### config.mk
export PLATFORM = sky130hd
export DESIGN_NAME = crsa_ram
export DESIGN_NICKNAME = d
export VERILOG_FILES = /design/src/rtl/crsa_ram.sv
export SDC_FILE = /design/constraint.sdc
export NUM_CORES = 1
export LEC_CHECK = 0
export BUFFER_PORTS_ARGS = -buffer_cell sky130_fd_sc_hd__buf_2
export CORE_MARGIN = 2
export CORE_UTILIZATION = 40
export CTS_CLUSTER_DIAMETER = 50
export DETAILED_ROUTE_END_ITERATION = 16
export PLACE_DENSITY = 0.56
export SLEW_MARGIN = 20
export SYNTH_ARGS = -nofsm -noshare
export SYNTH_HDL_FRONTEND = slang
export SYNTH_SLANG_ARGS = --single-unit
export TNS_END_PERCENT = 50
### constraint.sdc
create_clock -name clk -period 8.6 [get_ports clk]
set_clock_uncertainty 0.1 [all_clocks]
set_input_delay 0.86 -clock clk [delete_from_list [all_inputs] [get_ports clk]]
set_output_delay 0.86 -clock clk [all_outputs]
set_load 0.01 [all_outputs]
### src/rtl/crsa_ram.sv
// Generic single write, single registered read RAM.
module crsa_ram #(
  parameter int Width = 32,
  parameter int Depth = 16
) (
  input  logic                     clk,
  input  logic                     we,
  input  logic [$clog2(Depth)-1:0] waddr,
  input  logic [Width-1:0]         wdata,
  input  logic [$clog2(Depth)-1:0] raddr,
  output logic [Width-1:0]         rdata
);
  logic [Width-1:0] mem [Depth];

  always_ff @(posedge clk) begin
    if (we) begin
      mem[waddr] <= wdata;
    end
    rdata <= mem[raddr];
  end
endmodule

# Word-level counts from Yosys, hierarchy flattened
# Memories as Yosys holds them, arrays and structs flattened. A register that Yosys moved wholly into a read port is not among the register bits.
# Cells that the tools add are included.
[totals]
register_bits = 0
mem_bits_rw = 512
input_bits = 42
out_inout_bits = 32
wordCells = 3
mem_count = 1
[memory_table]
columns = ["memory", "words", "word_bits", "rd", "rd_ports_with_merged_regs", "wr", "line", "text"]
rows = [
  ["mem", 16, 32, 1, 1, 1, "13", "logic [Width-1:0] mem [Depth];"],
]
[op_classes]
mux = 2
[op_table]
columns = ["operator", "n"]
rows = [
  ["$mux 1", 2],
]

# Depth between registers and ports, before layout
# Gate-level depths: netlist (run 1).
[depth]
depth_word = 2
depth_mapped = 5
depth_no_buf = 3

# Least setup slack after synthesis (run 1)
# OpenSTA, ideal clock, no wires.
[synth_path]
path_type = "input to register"
start = "input port waddr[2]"
end = "memory mem[0][0] (enable)"
setup_time_ns = 0.461
t_arrival_ns = 3.578
t_required_ns = 8.039
setup_slack_ns = 4.460
cell_stages = 2
path_buffers = 0
path_cell_list = "or3b_2 -> nor3_1"
[synth_lines]
columns = ["item", "line", "text"]
rows = [
  ["from (decl)", "8", "input logic [$clog2(Depth)-1:0] waddr,"],
  ["to (decl)", "13", ""],
]
# Straight into the memory's write port.

==> impl_metrics.py, run 1 <==
metrics = {
    "run_status": {
        "status": "finished clean",
    },
    "global_routing": {
        "grt_pass1_vias": 9394,
        "grt-ovfl-total": 0,
        "grt_max_degree": 68,
        "grt_usage": 0.174,
        "grt_pass1_wl_mm": 63.2,
        "antenna_found_initial": 3,
    },
    "final_layout": {
        "syn_to_final_growth_pct": 16.0,
        "drive_gt1_frac": 0.337,
        "final_common_cell": "edfxtp_1",
        "fin_util": 0.470,
        "fin_cells": 1666,
        "stdcell_area_um2": 23000,
        "nNetsFinal": 996,
        "final_cell_mix": "edfxtp_1, mux4_2, buf_2",
    },
    "synth": {
        "muxShareOfSynthArea": 0.145,
        "synth-compound-area-share": 0.0242,
        "synth.distinct_cells": 18,
        "synth_fa_ha_area_frac": 0,
        "synthXorXnorAreaFrac": 0,
        "ys_seq_area_frac": 0.807,
        "synth-seq-cells": 544,
        "syn_nets": 880,
        "synth_warnings": 0,
        "syn_avg_cell_area_um2": 23.7,
        "syn_area_um2": 19900,
        "synth_top_family_by_area": "multiplexers",
        "syn_inst": 838,
        "synth-simple-area-share": 0.0127,
    },
    "flow_run": {
        "drv_cap": 0,
    },
    "routing": {
        "via_per_inst": 5.38,
        "maxUsedRoutingLayer": "met4",
        "drt_iter0_markers": 747,
        "met2WireLength_mm": 20.8,
        "wl_per_cell_um": 25.9,
        "drtAntennaViolNets": 0,
        "vias": 8964,
        "met1Wirelength_mm": 18.8,
        "dr.pass1.iters": 5,
        "wl_mm": 43.1,
        "drcViolationCount": 0,
        "met3WireLength_mm": 2.71,
    },
    "floorplan": {
        "die_y_um": 227,
        "rows": 81,
        "die_area_um2": 51400,
        "die_w_um": 227,
        "ios": 74,
        "start_util": 0.406,
        "core_um2": 49000,
    },
    "cts": {
        "cts_buffers": 58,
        "cts_setup_buffers": 0,
        "cts-root-buf": "clkbuf_16",
        "cts_tree": "yes",
        "post_cts_resized": 0,
        "htreeDepth": 2,
        "hold_buffers": 0,
        "clockBufferDepth": 3,
        "clock_sinks": 544,
        "clk_pin_slew_ns": 0.06,
        "clk_latency_ns": 0.59,
    },
    "power": {
        "p_leak_nw": 7.38,
        "worst_ir_drop_vdd_mv": 0.153,
        "power_mw": 5.62,
        "power.density_nw_per_um2": 244,
    },
    "timing": {
        "finalCriticalPeriod_ns": 2.88,
        "relSlewSlack": 0.328,
        "finalCritPeriodShare": 0.335,
        "maxSlewViolCount": 0,
        "whs_ns": 0.533,
        "rsz0062_at_grt": "false",
        "hold_viol_final": 0,
        "setup_viol": 0,
        "max_freq_mhz": 348,
        "tns_ns": 0,
        "setup_ws_ns": 5.72,
        "tightest_slew_ns": 1.01,
    },
    "worst_setup_path": {
        "cp_max_fo": 67,
        "path_cells": "buf_6 > buf_4 > mux4_2 > a22oi_1 > nand2_1",
        "crit_buf_inv": 2,
        "cp.arrival_ns": 3.23,
        "crit_family": "buffers and inverters",
        "startpoint_type": "input port",
        "max_stage_delay_ns": 0.91,
        "cp-end-kind": "register",
        "crit_type": "input port to register",
        "critPathSlowestCell": "buf_4",
        "required_ns": 8.95,
    },
    "placed_design": {
        "post_dp_cell_area_um2": 21200,
        "gp_congestion": 0.698,
        "hpwlAfterDp_mm": 22.0,
        "dp_cells": 1558,
        "io_buffer_count": 73,
        "post-place-ws_ns": 5.04,
    },
    "hold_path": {
        "hold_class": "input port to register",
    },
}
-- synthesized netlist by cell type, drive strengths merged --
| master | count | area share |
|---|---|---|
| edfxtp | 512 | 0.77 |
| mux4 | 128 | 0.15 |
| a22oi | 64 | 0.024 |
| nand2 | 33 | 0.0062 |
| dfxtp | 32 | 0.032 |
| buf | 26 | 0.0080 |
| clkbuf | 17 | 0.0032 |
| nor2 | 13 | 0.0025 |
| nor3 | 4 | 0.0010 |
| nand2b | 2 | 0.00063 |
| nand3b | 2 | 0.00076 |
| nor2b | 2 | 0.00063 |
| and2 | 1 | 0.00032 |
| nand3 | 1 | 0.00025 |
| or3b | 1 | 0.00044 |
-- worst register-to-register path, delay by kind of cell, from the launching register on --
kind	cells	cell delay, ns
and+or+nand+nor	1	0.18
muxes	1	0.47
DFF	1	0.36
AOI/OAI and AO/OA	1	0.27
-- layout make-up --
class                           instances  area, um^2
Timing Repair Buffer                   99         576
Clock buffer                           75        1600
Fill cell                            4085       25900
Sequential cell                       544       16000
Antenna cell                            2        5.00
Clock inverter                         31         248
Multi-Input combinational cell        251        3750
Tap cell                              664         831
-- sequential cells by signal (all words and copies together) (netlist names) --
signal	count
rdata	32
mem	512
-- cell families after synthesis --
kind of cell | count (synthesis)
DFF | 544
muxes | 128
AOI/OAI and AO/OA | 64
and+or+nand+nor | 59
buffers and inverters | 43
-- per-layer routing --
layer,track usage,vias up
met4,0.0484,0
met2,0.278,271
met1,0.249,4817
li1,-,3813
met5,0,-
met3,0.0273,63
-- final timing paths --
kind,from,end,slack [ns],cells after the start
setup / recovery,raddr[1],rdata[20],5.72,5
hold reg to reg,mem[14][2],rdata[2],0.56,3
hold / removal,wdata[24],mem[8][24],0.53,1
setup reg to reg,mem[10][20],rdata[20],7.07,3
-- power by group --
| part | total [mW] | switching [mW] | internal, mW |
|---|---|---|---|
| Combinational | 0.259 | 0.154 | 0.104 |
| Clock | 2.38 | 1.01 | 1.37 |
| Sequential | 2.98 | 0.0164 | 2.96 |
| Total | 5.62 | 1.18 | 4.44 |
No activity file was read; power rests on OpenSTA's default activity.
==> run 2: changes to the inputs <==
- clock period: 8.6 -> 2.7 ns (I/O delays scaled with it)
==> run 2 against run 1 <==
  * Sequential cell count unchanged
  * Hold slack got worse by 0.41 ns
  * Register-to-register slack lost 5.8 ns
  * Cell area increased by 3.5%
  * Die area is the same
  * Clock power rose to 3.3 times the previous value
  * Sequential power rose to 3.2 times the previous value
  * First-iteration DRC count shrank 4.0%
  * Critical path type is now register to output port
  * Highest routed layer unchanged
==> impl_metrics.py, run 2 (same netlist as run 1, synthesis figures left out) <==
metrics = {
    "hold_path": {
        "hold_class": "input port to register",
        "min_to": "rdata[12]",
        "whs_path_depth": 4,
        "hold_start": "raddr[2]",
    },
    "worst_setup_path": {
        "cp_max_fo": 1,
        "crit_family": "flip-flops",
        "rr_startpoint": "mem[11][21]",
        "path_cells": "buf_2",
        "startpoint_type": "register",
        "crit_type": "register to output port",
        "cp-end-kind": "output port",
        "critPathSlowestCell": "dfxtp_1",
        "max_stage_delay_ns": 0.39,
        "crit_buf_inv": 1,
        "r2r_end": "rdata[21]",
        "required_ns": 2.33,
        "worstRegToRegCells": 3,
        "crit_start": "rdata[4]",
        "rrSetupSlack_ns": 1.25,
        "cp.arrival_ns": 1.17,
    },
    "power": {
        "switchingPower_mw": 3.80,
        "worst_ir_drop_vdd_mv": 0.505,
        "p_comb_frac": 0.050,
        "power_mw": 18.3,
        "switching_share": 0.208,
        "power.density_nw_per_um2": 769,
        "p_int_mw": 14.5,
        "p_leak_nw": 7.69,
        "p_seq_frac": 0.519,
        "pwr-share-clk": 0.431,
    },
    "routing": {
        "wl_mm": 43.9,
        "via_per_inst": 5.33,
        "vias": 9168,
        "wl_per_cell_um": 25.5,
        "drcViolationCount": 0,
        "dr.pass1.iters": 7,
        "drt_iter0_markers": 717,
        "drtAntennaViolNets": 0,
    },
    "timing": {
        "whs_ns": 0.127,
        "rsz0062_at_grt": "false",
        "maxSlewViolCount": 0,
        "hold_viol_final": 0,
        "tns_ns": 0,
        "setup_viol": 0,
        "finalCritPeriodShare": 0.569,
        "tightest_slew_ns": 0.782,
        "finalCriticalPeriod_ns": 1.54,
        "max_freq_mhz": 651,
        "relSlewSlack": 0.478,
        "setup_ws_ns": 1.16,
    },
    "floorplan": {
        "start_util": 0.406,
        "core_um2": 49000,
        "die_w_um": 227,
        "rows": 81,
        "ios": 74,
        "die_y_um": 227,
        "die_area_um2": 51400,
    },
    "cts": {
        "clk_pin_slew_ns": 0.06,
        "cts_tree": "yes",
        "cts_buffers": 59,
        "cts-root-buf": "clkbuf_16",
        "clock_sinks": 544,
        "clockBufferDepth": 3,
        "clk_latency_ns": 0.61,
        "htreeDepth": 2,
        "cts_setup_buffers": 0,
    },
    "final_layout": {
        "final_cell_mix": "edfxtp_1, mux4_2, buf_2",
        "syn_to_final_growth_pct": 20.0,
        "fill_cells": 3972,
        "largest_reg_flops": 512,
        "stdcell_area_um2": 23800,
        "largest_register": "mem",
        "multiInputGateArea_um2": 3760,
        "top_regs": "mem (512), rdata (32)",
        "drive_gt1_frac": 0.337,
        "register_area_um2": 16000,
        "nNetsFinal": 1046,
        "final_common_cell": "edfxtp_1",
        "fin_util": 0.487,
        "fin_cells": 1719,
    },
    "global_routing": {
        "grt_pass1_wl_mm": 64.3,
        "grt_usage": 0.176,
        "grt_max_degree": 42,
        "antenna_found_initial": 1,
        "grt-ovfl-total": 0,
        "grt_pass1_vias": 9616,
    },
    "placed_design": {
        "hpwlAfterDp_mm": 22.8,
        "io_buffer_count": 73,
        "post_dp_cell_area_um2": 21600,
        "gp_congestion": 0.694,
        "dp_cells": 1575,
        "post-place-ws_ns": 0.642,
    },
    "flow_run": {
        "drv_cap": 0,
    },
    "run_status": {
        "status": "finished clean",
    },
}
-- run 2: changes by cell type in the layout (fill, tap and decap cells not counted), sizes merged --
cell,delta
buf,+17
bufinv,+2
inv,-2
clkbuf,+2
clkinvlp,+4
clkinv,-1
dlygate4sd3,+32
diode,-1
-- run 2: how the worst max path moves through the flow --
stage | cells past startpoint | slack (ns) | end
3_3_place_gp | 5 | 0.63 | rdata[3]
3_5_place_dp | 5 | 0.64 | rdata[3]
4_1_cts | 1 | 1.13 | rdata[12]
5_1_grt | 1 | 1.14 | rdata[4]
2_1_floorplan | 2 | -0.55 | mem[4][0]
6_report | 1 | 1.16 | rdata[4]
-- run 2: final cells by class --
cell class              count  area share
well taps                 664      0.0349
clock buffers              77      0.0691
flip-flops and latches    544       0.672
multi-input cells         251       0.158
diodes                      1    0.000105
repair buffers            148      0.0535
clock inverters            34      0.0124
-- run 2: power groups by stage --
stage	Sequential (mW)	Combinational [mW]	Clock, mW
floorplan	9.69	0.454	0
CTS	9.50	0.936	8.07
global route	9.51	0.993	8.40
finish	9.50	0.914	7.90
global placement	9.67	0.888	0
detailed placement	9.68	0.896	0
-- run 2: timing repair --
| item | 4_1_cts | 5_1_grt |
|---|---|---|
| endpoints found under the hold margin | 512 | 0 |
| hold buffers | 32 | 0 |
| gates resized for setup | 0 | 0 |
| endpoints found under the setup margin | 0 | 0 |
-- run 2: layer usage --
| layer | wire [um] | global-route usage | vias up |
|---|---|---|---|
| li1 | - | - | 3919 |
| met1 | 19300 | 0.244 | 4952 |
| met2 | 21800 | 0.290 | 234 |
| met3 | 1990 | 0.0271 | 63 |
| met4 | 830 | 0.0492 | 0 |
| met5 | 0 | 0 | - |
==> run 3: changes to the inputs <==
- PLACE_DENSITY: 0.56 -> 0.58
- clock period: 2.7 -> 1.38 ns (I/O delays scaled with it)
==> run 3 against run 2 <==
  * Cell area is 2.3% higher
  * Sequential share of layout area is 1.5 points lower
  * Clock power is 75% higher
  * First-iteration DRC count is 12% higher
  * Non-clock buffer count is 47 higher
  * Utilization is 1.1 points higher
  * Count of clock-buffer cells in the layout is 5 lower
  * Sequential power is 96% higher
  * Setup slack worse by 1.1 ns
  * Critical path depth is 2 higher
  * Via count is 1.4% higher
  * Die area stayed put
==> impl_metrics.py, run 3 (same netlist as run 1, synthesis figures left out) <==
metrics = {
    "run_status": {
        "status": "finished clean",
    },
    "placed_design": {
        "hpwlAfterDp_mm": 25.9,
        "gp_congestion": 0.715,
        "io_buffer_count": 73,
    },
    "floorplan": {
        "start_util": 0.406,
        "core_um2": 49000,
        "ios": 74,
        "die_w_um": 227,
        "die_y_um": 227,
        "rows": 81,
        "die_area_um2": 51400,
    },
    "final_layout": {
        "antenna-diode-count": 0,
        "multiInputGateArea_um2": 3930,
        "final_cell_mix": "edfxtp_1, mux4_2, buf_2",
        "largest_register": "mem",
        "register_area_um2": 16000,
        "top_regs": "mem (512), rdata (32)",
        "final_common_cell": "edfxtp_1",
        "nNetsFinal": 1088,
        "syn_to_final_growth_pct": 22.8,
        "fill_cells": 3890,
        "largest_reg_flops": 512,
        "drive_gt1_frac": 0.392,
    },
    "global_routing": {
        "grt_pass1_vias": 9733,
        "grt_pass1_wl_mm": 63.0,
        "grt_max_degree": 41,
        "antenna_found_initial": 0,
        "grt-ovfl-total": 0,
        "grt_usage": 0.171,
    },
    "worst_setup_path": {
        "r2r_end": "rdata[4]",
        "startpoint_type": "register",
        "path_cells": "mux4_2 > a22oi_2 > nand2_2",
        "crit_start": "mem[11][4]",
        "max_stage_delay_ns": 0.49,
        "rrSetupSlack_ns": 0.01,
        "worstRegToRegCells": 3,
        "cp.arrival_ns": 1.73,
        "rr_startpoint": "mem[11][4]",
        "cp_max_fo": 1,
        "crit_type": "register to register",
        "required_ns": 1.75,
        "crit_end": "rdata[4]",
        "cp-end-kind": "register",
        "critPathSlowestCell": "mux4_2",
    },
    "cts": {
        "cts_buffers": 54,
        "clockBufferDepth": 3,
        "htreeDepth": 2,
        "clock_sinks": 544,
        "clk_latency_ns": 0.59,
        "clk_pin_slew_ns": 0.06,
        "cts_tree": "yes",
        "cts-root-buf": "clkbuf_16",
    },
    "routing": {
        "dr.pass1.iters": 5,
        "drcViolationCount": 0,
        "drt_iter0_markers": 801,
        "drtAntennaViolNets": 0,
        "wl_per_cell_um": 24.5,
        "wl_mm": 42.9,
        "via_per_inst": 5.30,
        "vias": 9297,
    },
    "timing": {
        "hold_viol_final": 0,
        "maxSlewViolCount": 0,
        "relSlewSlack": 0.658,
        "setup_viol": 0,
        "max_freq_mhz": 732,
        "finalCriticalPeriod_ns": 1.37,
        "rsz0062_at_grt": "true",
        "whs_ns": 0.112,
        "finalCritPeriodShare": 0.990,
        "tightest_slew_ns": 0.513,
    },
    "power": {
        "worst_ir_drop_vdd_mv": 0.916,
        "power_mw": 34.4,
        "power.density_nw_per_um2": 1410,
        "p_leak_nw": 7.92,
    },
    "flow_run": {
        "drv_cap": 0,
    },
    "hold_path": {
        "hold_class": "input port to register",
    },
}
[run 3: changes by cell type in the layout (fill, tap and decap cells not counted), sizes merged]
cell | previous run | this run
buf | 115 | 162
bufinv | 4 | 2
clkbuf | 78 | 73
clkinv | 22 | 20
clkinvlp | 5 | 2
diode | 1 | 0
inv | 3 | 4
[run 3: metal layers]
| metal | GRT usage | share of wire |
|---|---|---|
| met3 | 0.0340 | 0.055 |
| met1 | 0.246 | 0.45 |
| met2 | 0.270 | 0.48 |
| met5 | 0 | 0 |
| met4 | 0.0412 | 0.017 |
[run 3: how the worst min path moves through the flow]
stage | to | startpoint | depth (start not counted)
global route | mem[0][18] | waddr[2] | 4
detailed placement | mem[13][11] | wdata[11] | 1
floorplan | mem[0][0] | wdata[0] | 0
CTS | rdata[30] | raddr[2] | 5
global placement | mem[8][28] | wdata[28] | 1
finish | rdata[5] | raddr[2] | 5
[run 3: final cells by class]
class / count / share of cell area
Clock buffer: 72 / 0.0599
Clock inverter: 28 / 0.00877
Multi-Input combinational cell: 251 / 0.161
Sequential cell: 544 / 0.657
Tap cell: 664 / 0.0341
Timing Repair Buffer: 195 / 0.0786
[run 3: timing repair]
| item | in CTS | in global routing |
|---|---|---|
| buffers inserted | 0 | 0 |
| hold endpoints to repair | 512 | 0 |
| pin swaps | 4 | 14 |
| resized for setup | 16 | 26 |
| endpoints found under the setup margin | 13 | 26 |
| hold buffers | 32 | 0 |
[run 3: power breakdown]
group | total (mW) | internal, mW | switching (mW)
clock | 13.8 | 7.83 | 5.97
sequential | 18.6 | 18.5 | 0.134
combinational | 1.97 | 0.923 | 1.04
total | 34.4 | 27.2 | 7.15
[run 3: critical path, delay by kind of cell, from the launching register on]
kind,cells,cell delay (ns)
flops,1,0.37
simple gates,1,0.10
compound gates,1,0.18
mux,1,0.49
[run 3: per-stage QoR]
stage | area, um^2 | worst slack [ns] | TNS, ns | std cells | utilization
after global placement | 22200 | -0.371 | -77.17 | 1622 | 0.454
after detailed placement | 22200 | -0.361 | -80.70 | 1622 | 0.454
final | 24400 | 0.0136 | 0 | 1754 | 0.498
after CTS | 24300 | 0.000914 | 0 | 1754 | 0.496
after floorplan | 20000 | -0.567 | -179.83 | 838 | -
after global routing | 24400 | -0.0443 | -0.162 | 1754 | 0.498
